==> src/design/ism_row_ram.sv <==
// ----------------------------------------------------------------------------
// ism_row_ram
// Generic RAM with one write port and two registered read ports.
// ----------------------------------------------------------------------------
`timescale 1ns / 1ps
`default_nettype none

module ism_row_ram #(
    parameter int DEPTH = 64,
    parameter int WIDTH = 64
) (
    input  wire logic                     aclk,
    input  wire logic                     we,
    input  wire logic [$clog2(DEPTH)-1:0] waddr,
    input  wire logic [WIDTH-1:0]         wdata,
    input  wire logic                     re,
    input  wire logic [$clog2(DEPTH)-1:0] raddr_a,
    input  wire logic [$clog2(DEPTH)-1:0] raddr_b,
    output logic      [WIDTH-1:0]         rdata_a,
    output logic      [WIDTH-1:0]         rdata_b
);

    logic [WIDTH-1:0] mem [DEPTH];

    always_ff @(posedge aclk) begin
        if (we) begin
            mem[waddr] <= wdata;
        end
    end

    always_ff @(posedge aclk) begin
        if (re) begin
            rdata_a <= mem[raddr_a];
            rdata_b <= mem[raddr_b];
        end
    end

endmodule

`default_nettype wire

==> config.mk <==
export PLATFORM = sky130hd
export DESIGN_NAME = ism_row_ram
export DESIGN_NICKNAME = d
export VERILOG_FILES = /design/src/design/ism_row_ram.sv
export SDC_FILE = /design/constraint.sdc
export NUM_CORES = 2
export LEC_CHECK = 0
export ABC_CLOCK_PERIOD_IN_PS = 8000
export BUFFER_PORTS_ARGS = -buffer_cell sky130_fd_sc_hd__buf_2
export CAP_MARGIN = 20
export CORE_ASPECT_RATIO = 1.4
export CORE_MARGIN = 2
export CORE_UTILIZATION = 25
export DETAILED_ROUTE_END_ITERATION = 12
export PLACE_DENSITY_LB_ADDON = 0.12
export SYNTH_ARGS = -nofsm -noshare
export SYNTH_HDL_FRONTEND = slang
export SYNTH_SLANG_ARGS = --single-unit
export TNS_END_PERCENT = 100
==> constraint.sdc <==
create_clock -name aclk -period 8 [get_ports aclk]
set_clock_uncertainty 0.1 [all_clocks]
set_input_delay 1.2 -clock aclk [delete_from_list [all_inputs] [get_ports aclk]]
set_output_delay 1.2 -clock aclk [all_outputs]
set_load 0.02 [all_outputs]
==> impl_results.md <==
* Resize count post-CTS at 0
* Status: completed
* Drt total wl at 889 mm
* Seq pwr share at 49.0%
* Register area share after synthesis at 67.1%
* Crit-path max FO at 19
* Root buffer cell: clkbuf_16
* Pin count of the biggest net entering global routing at 100
* Via density per instance at 5.49
* Worst IR Drop VDD at 174 uV
* Routed WL per cell at 45.0 um
* Combinational fraction of design power at 8.5%
* Mapped Cells at 8841
* Routability cong. at 0.808
* DRC Markers at 0
* Maxcap violations at 0
* Clock power frac at 42.4%
* Buf/Inv on CP at 2
* NetSw at 12.4 mW
* First-pass GRT wire length at 1150 mm
* Aggregate global routing overflow at 0
* Antenna violations before repair at 95
* Hold buffer count at cts at 0
* Critical path launch point type: input port
* Asr flop ratio synth at 0%
* Hold WS at 313 ps
* Tmin final at 4340 ps
* Synth Area per Inst at 21.4 um^2
* Worst-Margin Slew at 1270 ps
* Die W at 739 um
* DRT antenna net count at 0
* Critical Path Max Stage Delay at 1120 ps
* Setup Buffers After CTS at 0
* Cell Chain, Critical Path: buf_2 -> nand3b_1 -> buf_4 -> o22ai_1 -> a211oi_1 -> a21oi_1 -> a221oi_2
* Vias in the first global route at 113000
* Detailed placement HPWL at 525 mm
* CTS Sinks at 4224
* Total core area at 755000 um^2
* IO Count at 213
* Mapped cell area at 189000 um^2
* Clock latency on the worst-skew pair at 1070 ps
* Non-filler cells in the finished layout at 19700
* Total of warnings raised by yosys at 0
* Layout cell share with drive strength beyond 1 at 36.3%
* Std-Cell Rows at 378
* Top delay family on crit path: buffers and inverters
* CP required at 8670 ps
* Die height at 1.03 mm
* CTS tree: built
* H-tree depth at 5
* Final net count at 9320
* CP max-delay cell: nand3b_1
* 1st-pass router iterations at 7
* Placed instance count at 18800
* Iter 0 DRT Violations at 12500
* Die Area at 763000 um^2
* Achievable frequency at 0.231 GHz
* Synthesized flop and latch total at 4224
* Crit end category: register
* Power per Cell Area at 230 nW/um^2
* Min-Delay Path Class: input port to register
* RSZ-0062 raised after global routing: no
* WP data arrival at 5010 ps
* Setup tns final at 0 ps
* Tot GR Track Use at 22.8%
* Port buffer count at 212
* Overall Power at 50.7 mW
* LEAKAGE at 66.0 nW
* Main synth FF type: edfxtp_1
* Clock-pin slew on the worst setup and hold paths at 60 ps
* Sw Share at 24.4%
* Vias at 108000
* Hold Vio Cnt, Final at 0
* Initial Utilization at 25.0%
* Critical path class: input port to register
* Synth cell types at 41
* Int Power at 38.3 mW
* Period utilisation layout at 54.2%
* Maximum clock path buffer count at 5
* TritonCTS Buffers at 456
* Max Slew Vio Count at 0
* Slew margin rel. at 15.3%
* Post-Synthesis Net Count at 8926
* Most frequent cells in the layout: edfxtp_1, mux4_2, o22ai_1
* Fill count at 73400
* Most common cell after layout, fill and taps aside: edfxtp_1
* Setup-failing EPs final at 0
* Core Util, Final at 29.1%
* Area Growth Syn to Fin at 16.3%
* Post-synth EDFFs at 4224
-- stage by stage --
| stage | area [um^2] | setup slack, ps |
|---|---|---|
| 3_3_place_gp | 204000 | 2560 |
| 3_5_place_dp | 204000 | 2510 |
| 2_1_floorplan | 189000 | 1290 |
| 6_report | 220000 | 3660 |
| 5_1_grt | 220000 | 3590 |
| 4_1_cts | 219000 | 3640 |
-- cell type report --
| type | instances | area, um^2 | area share, % |
|---|---|---|---|
| Clock buffer | 543 | 12000 | 5.44 |
| Antenna cell | 59 | 148 | 0.0672 |
| Sequential cell | 4224 | 127000 | 57.7 |
| Multi-Input combinational cell | 3874 | 59200 | 26.9 |
| Timing Repair Buffer | 678 | 6520 | 2.97 |
| Inverter | 1 | 8.76 | 0.00398 |
| Tap cell | 10100 | 12600 | 5.73 |
| Clock inverter | 282 | 2610 | 1.19 |
-- path summary, 6_finish.rpt --
path	startpoint	endpoint	slack (ps)	cells after the start
setup / recovery	raddr_a[3]	rdata_a[44]	3660	7
hold / removal	wdata[47]	mem[58][47]	310	1
setup reg to reg	mem[37][13]	rdata_b[13]	5320	4
hold reg to reg	mem[35][61]	rdata_b[61]	870	4
-- logic make-up after synthesis --
group / synth area share, %
muxes: 25.0
AOI/OAI and AO/OA: 4.77
and+or+nand+nor: 1.07
buffers and inverters: 2.03
DFF: 67.1
-- registers in the layout, summed over array words and instances, names as in the netlist --
signal	cells
rdata_a	64
mem	4096
rdata_b	64
-- power by group through the flow --
stage / sequential (mW) / clock (mW) / combinational, mW
after detailed placement: 25.3 / 0 / 4.31
after CTS: 24.9 / 21.9 / 4.32
after global placement: 25.3 / 0 / 4.29
after floorplan: 25.2 / 0 / 2.22
final: 24.8 / 21.5 / 4.33
after global routing: 24.9 / 22.6 / 4.49
-- per-layer routing --
layer  up-vias  share of wire, %  global-route usage (%)
met1     61600                38                    27.6
met2      4866                51                    40.4
met5         -             0.022                       0
met3      1304               6.0                    3.66
li1      40600                 -                       -
met4        28               4.6                    9.18
-- synth_stat cells, types with 55 or more instances --
| master | number | share of area (%) |
|---|---|---|
| a221oi_1 | 134 | 0.62 |
| clkbuf_1 | 296 | 0.59 |
| nor3_1 | 63 | 0.17 |
| o22ai_1 | 533 | 1.8 |
| nor4_1 | 55 | 0.18 |
| a22o_1 | 136 | 0.63 |
| edfxtp_1 | 4224 | 67 |
| nor2_1 | 164 | 0.33 |
| o221ai_1 | 73 | 0.34 |
| mux2i_1 | 177 | 0.94 |
| a21oi_1 | 128 | 0.34 |
| buf_2 | 242 | 0.64 |
| mux4_2 | 2016 | 24 |
| a211oi_1 | 79 | 0.31 |
| buf_4 | 140 | 0.56 |
No activity file was read; power rests on OpenSTA's default activity.
