File: src/design/ism_pkg.sv
// ----------------------------------------------------------------------------
// ism_pkg
// Shared types, codes and lattice constants of the Ising spin update block.
// ----------------------------------------------------------------------------
`timescale 1ns / 1ps
`default_nettype none

package ism_pkg;

    localparam int SIDE_LENGTH = 64;
    localparam int ROW_W       = $clog2(SIDE_LENGTH);
    localparam int INDEX_W     = 6;
    localparam int FRAC_W      = 32;
    localparam int APB_ADDR_W  = 4;
    localparam int APB_DATA_W  = 32;

    localparam logic [1:0] MODE_WRITE  = 2'd0;
    localparam logic [1:0] MODE_UPDATE = 2'd1;
    localparam logic [1:0] MODE_READ   = 2'd2;

    localparam logic [1:0] COUPLING_FERRO = 2'd0;
    localparam logic [1:0] COUPLING_ANTI  = 2'd1;

    localparam logic [1:0] REG_COUPLING    = 2'd0;
    localparam logic [1:0] REG_THRESH_SMALL = 2'd1;
    localparam logic [1:0] REG_THRESH_LARGE = 2'd2;

    typedef struct packed {
        logic [1:0]         mode;
        logic [INDEX_W-1:0] row;
        logic [INDEX_W-1:0] column;
        logic               spin_in;
        logic [FRAC_W-1:0]  random_fraction;
    } in_beat_t;

    typedef struct packed {
        logic [INDEX_W-1:0] row_out;
        logic [INDEX_W-1:0] column_out;
        logic               spin_out;
        logic               flipped;
    } out_beat_t;

    typedef struct packed {
        logic [1:0]        coupling_kind;
        logic [FRAC_W-1:0] threshold_small_step;
        logic [FRAC_W-1:0] threshold_large_step;
    } cfg_t;

    typedef struct packed {
        logic center;
        logic up;
        logic down;
        logic left;
        logic right;
    } nbr_t;

    typedef enum logic [1:0] {
        ST_IDLE,
        ST_READ_CENTER,
        ST_EXECUTE
    } state_t;

endpackage

`default_nettype wire

File: src/design/ism_accept.sv
// ----------------------------------------------------------------------------
// ism_accept
// Metropolis acceptance: energy change from the neighbor spins and the
// threshold compare against the random fraction.
// ----------------------------------------------------------------------------
`timescale 1ns / 1ps
`default_nettype none

module ism_accept
    import ism_pkg::*;
(
    input  wire nbr_t              nbr,
    input  wire cfg_t              cfg,
    input  wire logic [FRAC_W-1:0] random_fraction,
    output logic                   accept
);

    logic [2:0] aligned;
    logic       de_nonpos;
    logic       de_small;
    logic       below_small;
    logic       below_large;

    assign aligned = 3'(nbr.up    == nbr.center) + 3'(nbr.down  == nbr.center)
                   + 3'(nbr.left  == nbr.center) + 3'(nbr.right == nbr.center);

    assign below_small = random_fraction < cfg.threshold_small_step;
    assign below_large = random_fraction < cfg.threshold_large_step;

    always_comb begin
        case (cfg.coupling_kind)
            COUPLING_FERRO: begin
                de_nonpos = aligned <= 3'd2;
                de_small  = aligned == 3'd3;
            end
            COUPLING_ANTI: begin
                de_nonpos = aligned >= 3'd2;
                de_small  = aligned == 3'd1;
            end
            default: begin
                de_nonpos = 1'b1;
                de_small  = 1'b0;
            end
        endcase
        if (de_nonpos) begin
            accept = 1'b1;
        end else if (de_small) begin
            accept = below_small;
        end else begin
            accept = below_large;
        end
    end

endmodule

`default_nettype wire

File: config.mk
export PLATFORM = sky130hd
export DESIGN_NAME = ism_accept
export DESIGN_NICKNAME = d
export VERILOG_FILES = /design/src/design/ism_pkg.sv /design/src/design/ism_accept.sv
export SDC_FILE = /design/constraint.sdc
export NUM_CORES = 1
export LEC_CHECK = 0
export BUFFER_PORTS_ARGS = -buffer_cell sky130_fd_sc_hd__buf_2
export CAP_MARGIN = 0
export CELL_PAD_IN_SITES_DETAIL_PLACEMENT = 0
export CELL_PAD_IN_SITES_GLOBAL_PLACEMENT = 1
export CORE_UTILIZATION = 28
export DETAILED_ROUTE_END_ITERATION = 8
export PLACE_DENSITY_LB_ADDON = 0.1
export SYNTH_ARGS = -nofsm -noshare
export SYNTH_HDL_FRONTEND = slang
export SYNTH_SLANG_ARGS = --single-unit
export TNS_END_PERCENT = 10
File: constraint.sdc
create_clock -name vclk -period 2.5
set_input_delay 0.125 -clock vclk [all_inputs]
set_output_delay 0.125 -clock vclk [all_outputs]
set_load 0.005 [all_outputs]
==> out/metrics.yaml <==
status: "finished with violations"
violations: "setup timing"
wirelength_um: 4190
antenna_found_initial: 0
combPwrFrac: 1.000
maxCapViolations: 0
min_to: "accept"
whs_ns: 0.767
die_h_um: 79.9
synth_cells: 235
postRouteAntennaNets: 0
p_sw_uw: 188
finalSetupViolations: 1
slew_viol_final: 0
drt_iter0_markers: 27
dieArea_um2: 6390
power.share.switching: 0.484
dieWidth_um: 79.9
start_kind: "primary input"
pre_cts_slack_ns: -0.373
gp_routability_congestion: 0.753
overflow: 0
rows: 28
cts_setup_buffers: 0
start_util: 0.289
path_class: "in -> out"
synth.distinct_cells: 30
syn_nets: 404
seqCellArea_um2: 0
hp-class: "in -> out"
tightest_slew_ns: 0.629
worstHoldPathCells: 5
ys_seq_area_frac: 0
peakVddDrop_v: 0.0000882
power_frac_seq: 0
max_freq_mhz: 351
post-route-util: 0.401
clkbuf_count: 0
finalCriticalPeriod_ns: 2.85
timing.final.crit_share: 1.14
fin_nets: 511
core-area_um2: 5890
power_frac_clock: 0
finalPower_uw: 388
critPathCaptureType: "output pin"
port_buffers: 104
grt_pass1_wl_um: 6840
num_io_pins: 104
dr.pass1.iters: 4
grt_pass1_vias: 1690
design.seq.count: 0
rsz0062_at_grt: "true"
insertedDiodeCount: 0
finalHoldViolCount: 0
wl_per_cell_um: 10.1
layout-area-overhead-vs-synth_pct: 38.9
required_ns: 2.38
vias_per_cell: 4.45
p_int_uw: 200
grt_max_degree: 5
cp.arrival_ns: 2.72
relSlewSlack: 0.570
mappedNetlistArea_um2: 1700
power_leakage_nw: 1.48
ctsHoldBuffers: 0
drc_errors: 0
cellPowerDensity_nw_per_um2: 164
min_from: "cfg[65]"
synth_area_per_cell_um2: 7.24
hpwl_um: 4020
track_usage: 0.131
drive_gt1_frac: 0.332
yosysWarningCount: 0
path_max_fanout: 2
setup_ws_ns: -0.347
num_vias: 1845
[stage by stage]
| stage | setup TNS [ns] | cells | instance area (µm²) |
|---|---|---|---|
| after floorplan | -0.0214 | 235 | 1720 |
| after global placement | -0.370 | 415 | 2340 |
| after detailed placement | -0.373 | 415 | 2340 |
| after CTS | -0.382 | 415 | 2340 |
| after global routing | -0.496 | 415 | 2360 |
| final | -0.347 | 415 | 2360 |
[timing repair]
item	4_1_cts	5_1_grt
endpoints found under the hold margin	0	0
gates resized for setup	0	4
setup endpoints to repair	1	1
[power groups by stage]
stage               logic (mW)  registers, mW  clock network [mW]
floorplan                0.238              0                   0
global placement         0.389              0                   0
detailed placement       0.388              0                   0
CTS                      0.392              0                   0
global route             0.458              0                   0
finish                   0.388              0                   0
[critical path, cell delays in order]
cell       delay, ns
buf_2           0.11
xor2_2          0.18
fa_1            0.53
inv_1           0.04
ha_2            0.20
ha_4            0.27
xor2_1          0.12
nand2_1         0.08
or4b_4          0.48
a211o_1         0.24
a21oi_2         0.12
o2bb2ai_2       0.10
buf_2           0.13
[worst max path at each step]
stage	startpoint	end	slack [ns]
6_report	nbr[3]	accept	-0.35
5_1_grt	nbr[3]	accept	-0.50
4_1_cts	nbr[4]	accept	-0.38
3_5_place_dp	nbr[4]	accept	-0.37
3_3_place_gp	nbr[4]	accept	-0.37
2_1_floorplan	nbr[3]	accept	-0.02
[synth_stat cells]
cell type / n / area share
nor2_1: 9 / 0.020
nand2b_1: 2 / 0.0074
a211oi_2: 1 / 0.0074
a211oi_1: 2 / 0.0088
nand4_1: 11 / 0.040
a21boi_0: 1 / 0.0044
a2111oi_0: 3 / 0.015
a21oi_1: 20 / 0.059
inv_1: 65 / 0.14
a211o_1: 3 / 0.015
o21ai_0: 4 / 0.012
xor2_1: 5 / 0.026
o31ai_1: 1 / 0.0044
a21oi_2: 1 / 0.0052
xnor2_1: 1 / 0.0052
o22ai_1: 1 / 0.0037
fa_1: 1 / 0.012
nor3_1: 3 / 0.0088
ha_1: 65 / 0.48
or3_1: 1 / 0.0037
or4b_1: 1 / 0.0059
and4_1: 1 / 0.0052
nand3_1: 9 / 0.026
o211ai_1: 1 / 0.0044
nand2_1: 11 / 0.024
a21o_1: 6 / 0.026
nor4_1: 1 / 0.0037
o21a_1: 3 / 0.013
a221oi_1: 1 / 0.0052
o2bb2ai_1: 1 / 0.0052
[placed cells by master, fill, tap and decap left out, types with 6 or more instances in the layout]
master   count
a21o_1       6
a21oi_1     20
buf_2      103
ha_1        63
inv_1       65
nand2_1     11
nand3_1      9
nand4_1     11
nor2_1       9
[area by class of cell]
class / instances / area, µm²
Fill cell: 622 / 3520
Tap cell: 75 / 93.8
Inverter: 65 / 244
Timing Repair Buffer: 105 / 531
Multi-Input combinational cell: 170 / 1490
[kinds of logic (layout without fill, tap and decap cells)]
family | count (synthesis) | in the layout | share of synthesized area
compound gates | 49 | 49 | 0.190
buf+inv | 65 | 170 | 0.143
fa+ha+maj | 66 | 66 | 0.490
simple gates | 49 | 49 | 0.146
xor+xnor | 6 | 6 | 0.0309
[routing by layer]
metal | wire length, µm | vias to the layer above | track usage
li1 | - | 1029 | -
met3 | 288 | 0 | 0.0137
met2 | 1950 | 59 | 0.244
met1 | 1950 | 757 | 0.169
met4 | 0 | 0 | 0
met5 | 0 | - | 0
(Power assumes the default switching activity.)
