`src/design/ism_pkg.sv`:
```
// ----------------------------------------------------------------------------
// ism_pkg
// Shared types, codes and lattice constants of the Ising spin update block.
// ----------------------------------------------------------------------------
`timescale 1ns / 1ps
`default_nettype none

package ism_pkg;

    localparam int SIDE_LENGTH = 64;
    localparam int ROW_W       = $clog2(SIDE_LENGTH);
    localparam int INDEX_W     = 6;
    localparam int FRAC_W      = 32;
    localparam int APB_ADDR_W  = 4;
    localparam int APB_DATA_W  = 32;

    localparam logic [1:0] MODE_WRITE  = 2'd0;
    localparam logic [1:0] MODE_UPDATE = 2'd1;
    localparam logic [1:0] MODE_READ   = 2'd2;

    localparam logic [1:0] COUPLING_FERRO = 2'd0;
    localparam logic [1:0] COUPLING_ANTI  = 2'd1;

    localparam logic [1:0] REG_COUPLING    = 2'd0;
    localparam logic [1:0] REG_THRESH_SMALL = 2'd1;
    localparam logic [1:0] REG_THRESH_LARGE = 2'd2;

    typedef struct packed {
        logic [1:0]         mode;
        logic [INDEX_W-1:0] row;
        logic [INDEX_W-1:0] column;
        logic               spin_in;
        logic [FRAC_W-1:0]  random_fraction;
    } in_beat_t;

    typedef struct packed {
        logic [INDEX_W-1:0] row_out;
        logic [INDEX_W-1:0] column_out;
        logic               spin_out;
        logic               flipped;
    } out_beat_t;

    typedef struct packed {
        logic [1:0]        coupling_kind;
        logic [FRAC_W-1:0] threshold_small_step;
        logic [FRAC_W-1:0] threshold_large_step;
    } cfg_t;

    typedef struct packed {
        logic center;
        logic up;
        logic down;
        logic left;
        logic right;
    } nbr_t;

    typedef enum logic [1:0] {
        ST_IDLE,
        ST_READ_CENTER,
        ST_EXECUTE
    } state_t;

endpackage

`default_nettype wire

```
`src/design/ism_cfg_regs.sv`:
```
// ----------------------------------------------------------------------------
// ism_cfg_regs
// APB register file: coupling kind and the two acceptance thresholds.
// ----------------------------------------------------------------------------
`timescale 1ns / 1ps
`default_nettype none

module ism_cfg_regs
    import ism_pkg::*;
(
    input  wire logic                  aclk,
    input  wire logic                  aresetn,
    input  wire logic                  psel,
    input  wire logic                  penable,
    input  wire logic                  pwrite,
    input  wire logic [APB_ADDR_W-1:0] paddr,
    input  wire logic [APB_DATA_W-1:0] pwdata,
    output logic      [APB_DATA_W-1:0] prdata,
    output logic                       pready,
    output cfg_t                       cfg
);

    cfg_t       cfg_reg;
    logic [1:0] reg_sel;

    assign reg_sel = paddr[3:2];
    assign pready  = 1'b1;
    assign cfg     = cfg_reg;

    always_ff @(posedge aclk) begin
        if (!aresetn) begin
            cfg_reg <= '0;
        end else if (psel && penable && pwrite) begin
            case (reg_sel)
                REG_COUPLING:     cfg_reg.coupling_kind        <= pwdata[1:0];
                REG_THRESH_SMALL: cfg_reg.threshold_small_step <= pwdata;
                REG_THRESH_LARGE: cfg_reg.threshold_large_step <= pwdata;
                default:          ;
            endcase
        end
    end

    always_comb begin
        case (reg_sel)
            REG_COUPLING:     prdata = {30'd0, cfg_reg.coupling_kind};
            REG_THRESH_SMALL: prdata = cfg_reg.threshold_small_step;
            REG_THRESH_LARGE: prdata = cfg_reg.threshold_large_step;
            default:          prdata = '0;
        endcase
    end

endmodule

`default_nettype wire

```
`config.mk`:
```
export PLATFORM = sky130hd
export DESIGN_NAME = ism_cfg_regs
export DESIGN_NICKNAME = d
export VERILOG_FILES = /design/src/design/ism_pkg.sv /design/src/design/ism_cfg_regs.sv
export SDC_FILE = /design/constraint.sdc
export NUM_CORES = 1
export LEC_CHECK = 0
export BUFFER_PORTS_ARGS = -buffer_cell sky130_fd_sc_hd__buf_4
export CORE_MARGIN = 3
export CORE_UTILIZATION = 33
export DETAILED_ROUTE_END_ITERATION = 16
export PLACE_DENSITY = 0.7
export RECOVER_POWER = 25
export SYNTH_ARGS = -nofsm -noshare
export SYNTH_HDL_FRONTEND = slang
export SYNTH_SLANG_ARGS = --single-unit
```
`constraint.sdc`:
```
create_clock -name aclk -period 2 [get_ports aclk]
set_clock_uncertainty 0.2 [all_clocks]
set_input_delay 0.5 -clock aclk [delete_from_list [all_inputs] [get_ports aclk]]
set_output_delay 0.5 -clock aclk [all_outputs]
set_load 0.005 [all_outputs]
```
==> flow_metrics.tcl <==
set metrics [dict create \
    status "finished with violations" \
    failed_checks "setup timing" \
    setup_slack_ns -0.05675 \
    cts.sinks 66 \
    synth_seq_cells 66 \
    timing.final.crit_share_pct 102.8 \
    ys_seq_area_share_pct 46.01 \
    clockRootBuffer "clkbuf_8" \
    grt_pass1_vias 2623 \
    hp-start "pwdata[12]" \
    wirelength_mm 7.828 \
    num_vias 2594 \
    cap_violations 0 \
    drc_errors 0 \
    drive_above_1_share_pct 37.99 \
    core.rowCount 33 \
    place_ws_ns -0.1194 \
    timing.final.max_slew_violations 0 \
    cts_buffers 9 \
    hold_depth 3 \
    rsz0062_at_grt "yes" \
    clk_latency_ns 0.32 \
    avgSynthCellArea_sq_um 9.572 \
    r2r_cells 2 \
    cts-htree-levels 3 \
    via_per_inst 4.786 \
    cp_slowest_cell "and2b_4" \
    diodes 0 \
    fmax_ghz 0.4862 \
    synthesis.area_sq_mm 0.002872 \
    synth.net_count 341 \
    grtUsageMet1_pct 19.05 \
    antenna_found_initial 0 \
    die_h_um 99.28 \
    cpLargestDelayFamily "buffers and inverters" \
    cp_cell_sequence "buf_8 > and2b_4 > buf_12 > a22o_1 > buf_4" \
    dr.pass1.iters 4 \
    cp-start-kind "primary input" \
    drt_iter0_drc 60 \
    busiest_layer "met2" \
    ys_warn_count 0 \
    leakage_nw 1.842 \
    setup_viol 21 \
    power_density_mw_per_mm2 626.9 \
    worstReg2RegEnd "cfg[60]$_SDFFE_PN0P_" \
    dp_hpwl_mm 5.648 \
    crit_required_ns 1.30 \
    cts_max_path_buffers 2 \
    fillers 792 \
    whs_endpoint "cfg[12]$_SDFFE_PN0P_" \
    final_common_cell "buf_4" \
    die_x_um 99.28 \
    area_growth_pct 49.06 \
    layout_min_cycle_time_ns 2.057 \
    worstSetupEndpointType "output pin" \
    worstReg2RegStart "cfg[60]$_SDFFE_PN0P_" \
    path_max_fanout 16 \
    boundaryPins 140 \
    synth_cells 300 \
    ant_nets 0 \
    largest_register_ff_count 66 \
    hold_viol_final 0 \
    grt_pass1_wl_mm 12.63 \
    core_sq_mm 0.008341 \
    use_met3_pct 4.348 \
    synth.distinct_cells 16 \
    cp.arrival_ns 1.36 \
    grt_max_degree 57 \
    place_congestion 0.7839 \
    gr-total-overflow 0 \
    grt_use_met2_pct 26.76 \
    cts_tree "done" \
    track_usage_pct 15.79 \
    slowest_delay_ns 0.32 \
    initial_utilization_pct 34.43 \
    criticalPathCategory "in -> out" \
    final_net_count 475 \
    hold_path_class "in -> reg" \
    worst-path-buf-inv 3 \
    ir_worst_vdd_uv 332.4 \
    port_buffers 136 \
    total_power_mw 2.683 \
    dieArea_sq_mm 0.009857 \
    avgRoutedWirePerCell_um 14.44 \
    cts.clk_slew.worst_paths_ns 0.07 \
    final_cell_mix "buf_4, nand2_1, mux2i_1" \
    r2r_setup_slack_ns 1.15 \
]
## cells by family after synthesis
kind of cell | synth area share [%]
DFF | 46.01
buffers and inverters | 5.969
other | 0.1306
and+or+nand+nor | 14.68
AOI/OAI and AO/OA | 9.499
muxes | 23.70
## layout make-up
class                   instances  area [sq um]  area share [%]
clock buffers                  11         151.4           3.537
clock inverters                 3         40.04          0.9354
multi-input cells             207          1383           32.30
flip-flops and latches         66          1321           30.87
well taps                     105         131.4           3.069
repair buffers                150          1254           29.29
## synth_stat cells
cell type,number,area (sq um)
nand2_1,100,375.4
mux2i_1,68,680.7
dfxtp_1,66,1321
a22o_1,30,262.8
clkbuf_1,15,56.30
buf_6,8,90.09
buf_2,2,10.01
buf_4,2,15.01
o21ai_0,2,10.01
and2b_1,1,7.510
and4_1,1,8.760
and4_4,1,11.26
conb_1,1,3.750
nand4_1,1,6.260
nor2_1,1,3.750
nor2b_2,1,8.760
## worst reg2reg max path, cell delays in order (launching register included)
cell	delay (ns)
dfxtp_1	0.38
nand2_1	0.06
mux2i_1	0.13
## power by group
part           internal, mW  total [mW]  switching (mW)
Combinational         0.138       0.257           0.119
Clock                 0.626        1.08           0.455
Sequential             1.33        1.35          0.0142
## per-stage QoR
step	instances	TNS, ns	cell area, sq um	hold WS, ns	util [%]
after detailed placement	526	-4.524	4044	0.2661	48.48
after global placement	526	-3.653	4044	0.2608	48.48
after CTS	542	-0.7152	4284	0.2324	51.37
final	542	-0.6957	4280	0.2543	51.32
after global routing	542	-1.731	4280	0.2405	51.32
after floorplan	300	0	2872	0.2636	-
## routing by layer
layer | wire (um) | share of wire [%] | vias to the layer above
li1 | - | - | 1286
met1 | 3344 | 43 | 1220
met2 | 3911 | 50 | 81
met3 | 501 | 6.4 | 7
met4 | 70 | 0.89 | 0
met5 | 0 | 0 | -
## what timing repair did
item | in CTS | in global routing
gates resized for setup | 6 | 1
hold buffers | 0 | 0
gates cloned | 1 | 0
buffers inserted | 1 | 0
setup endpoints to repair | 30 | 32
pin swaps | 6 | 9
## worst max-delay path by stage
stage                            to  depth (start not counted)  slack (ns)     start
3_5_place_dp   cfg[51]$_SDFFE_PN0P_                          6       -0.12  paddr[3]
3_3_place_gp             prdata[13]                          5       -0.09  paddr[2]
6_report                  prdata[7]                          5       -0.06  paddr[3]
5_1_grt                   prdata[7]                          5       -0.09  paddr[3]
4_1_cts                   prdata[7]                          5       -0.06  paddr[3]
2_1_floorplan            prdata[10]                          3        0.12  paddr[3]
(Power assumes the default switching activity.)
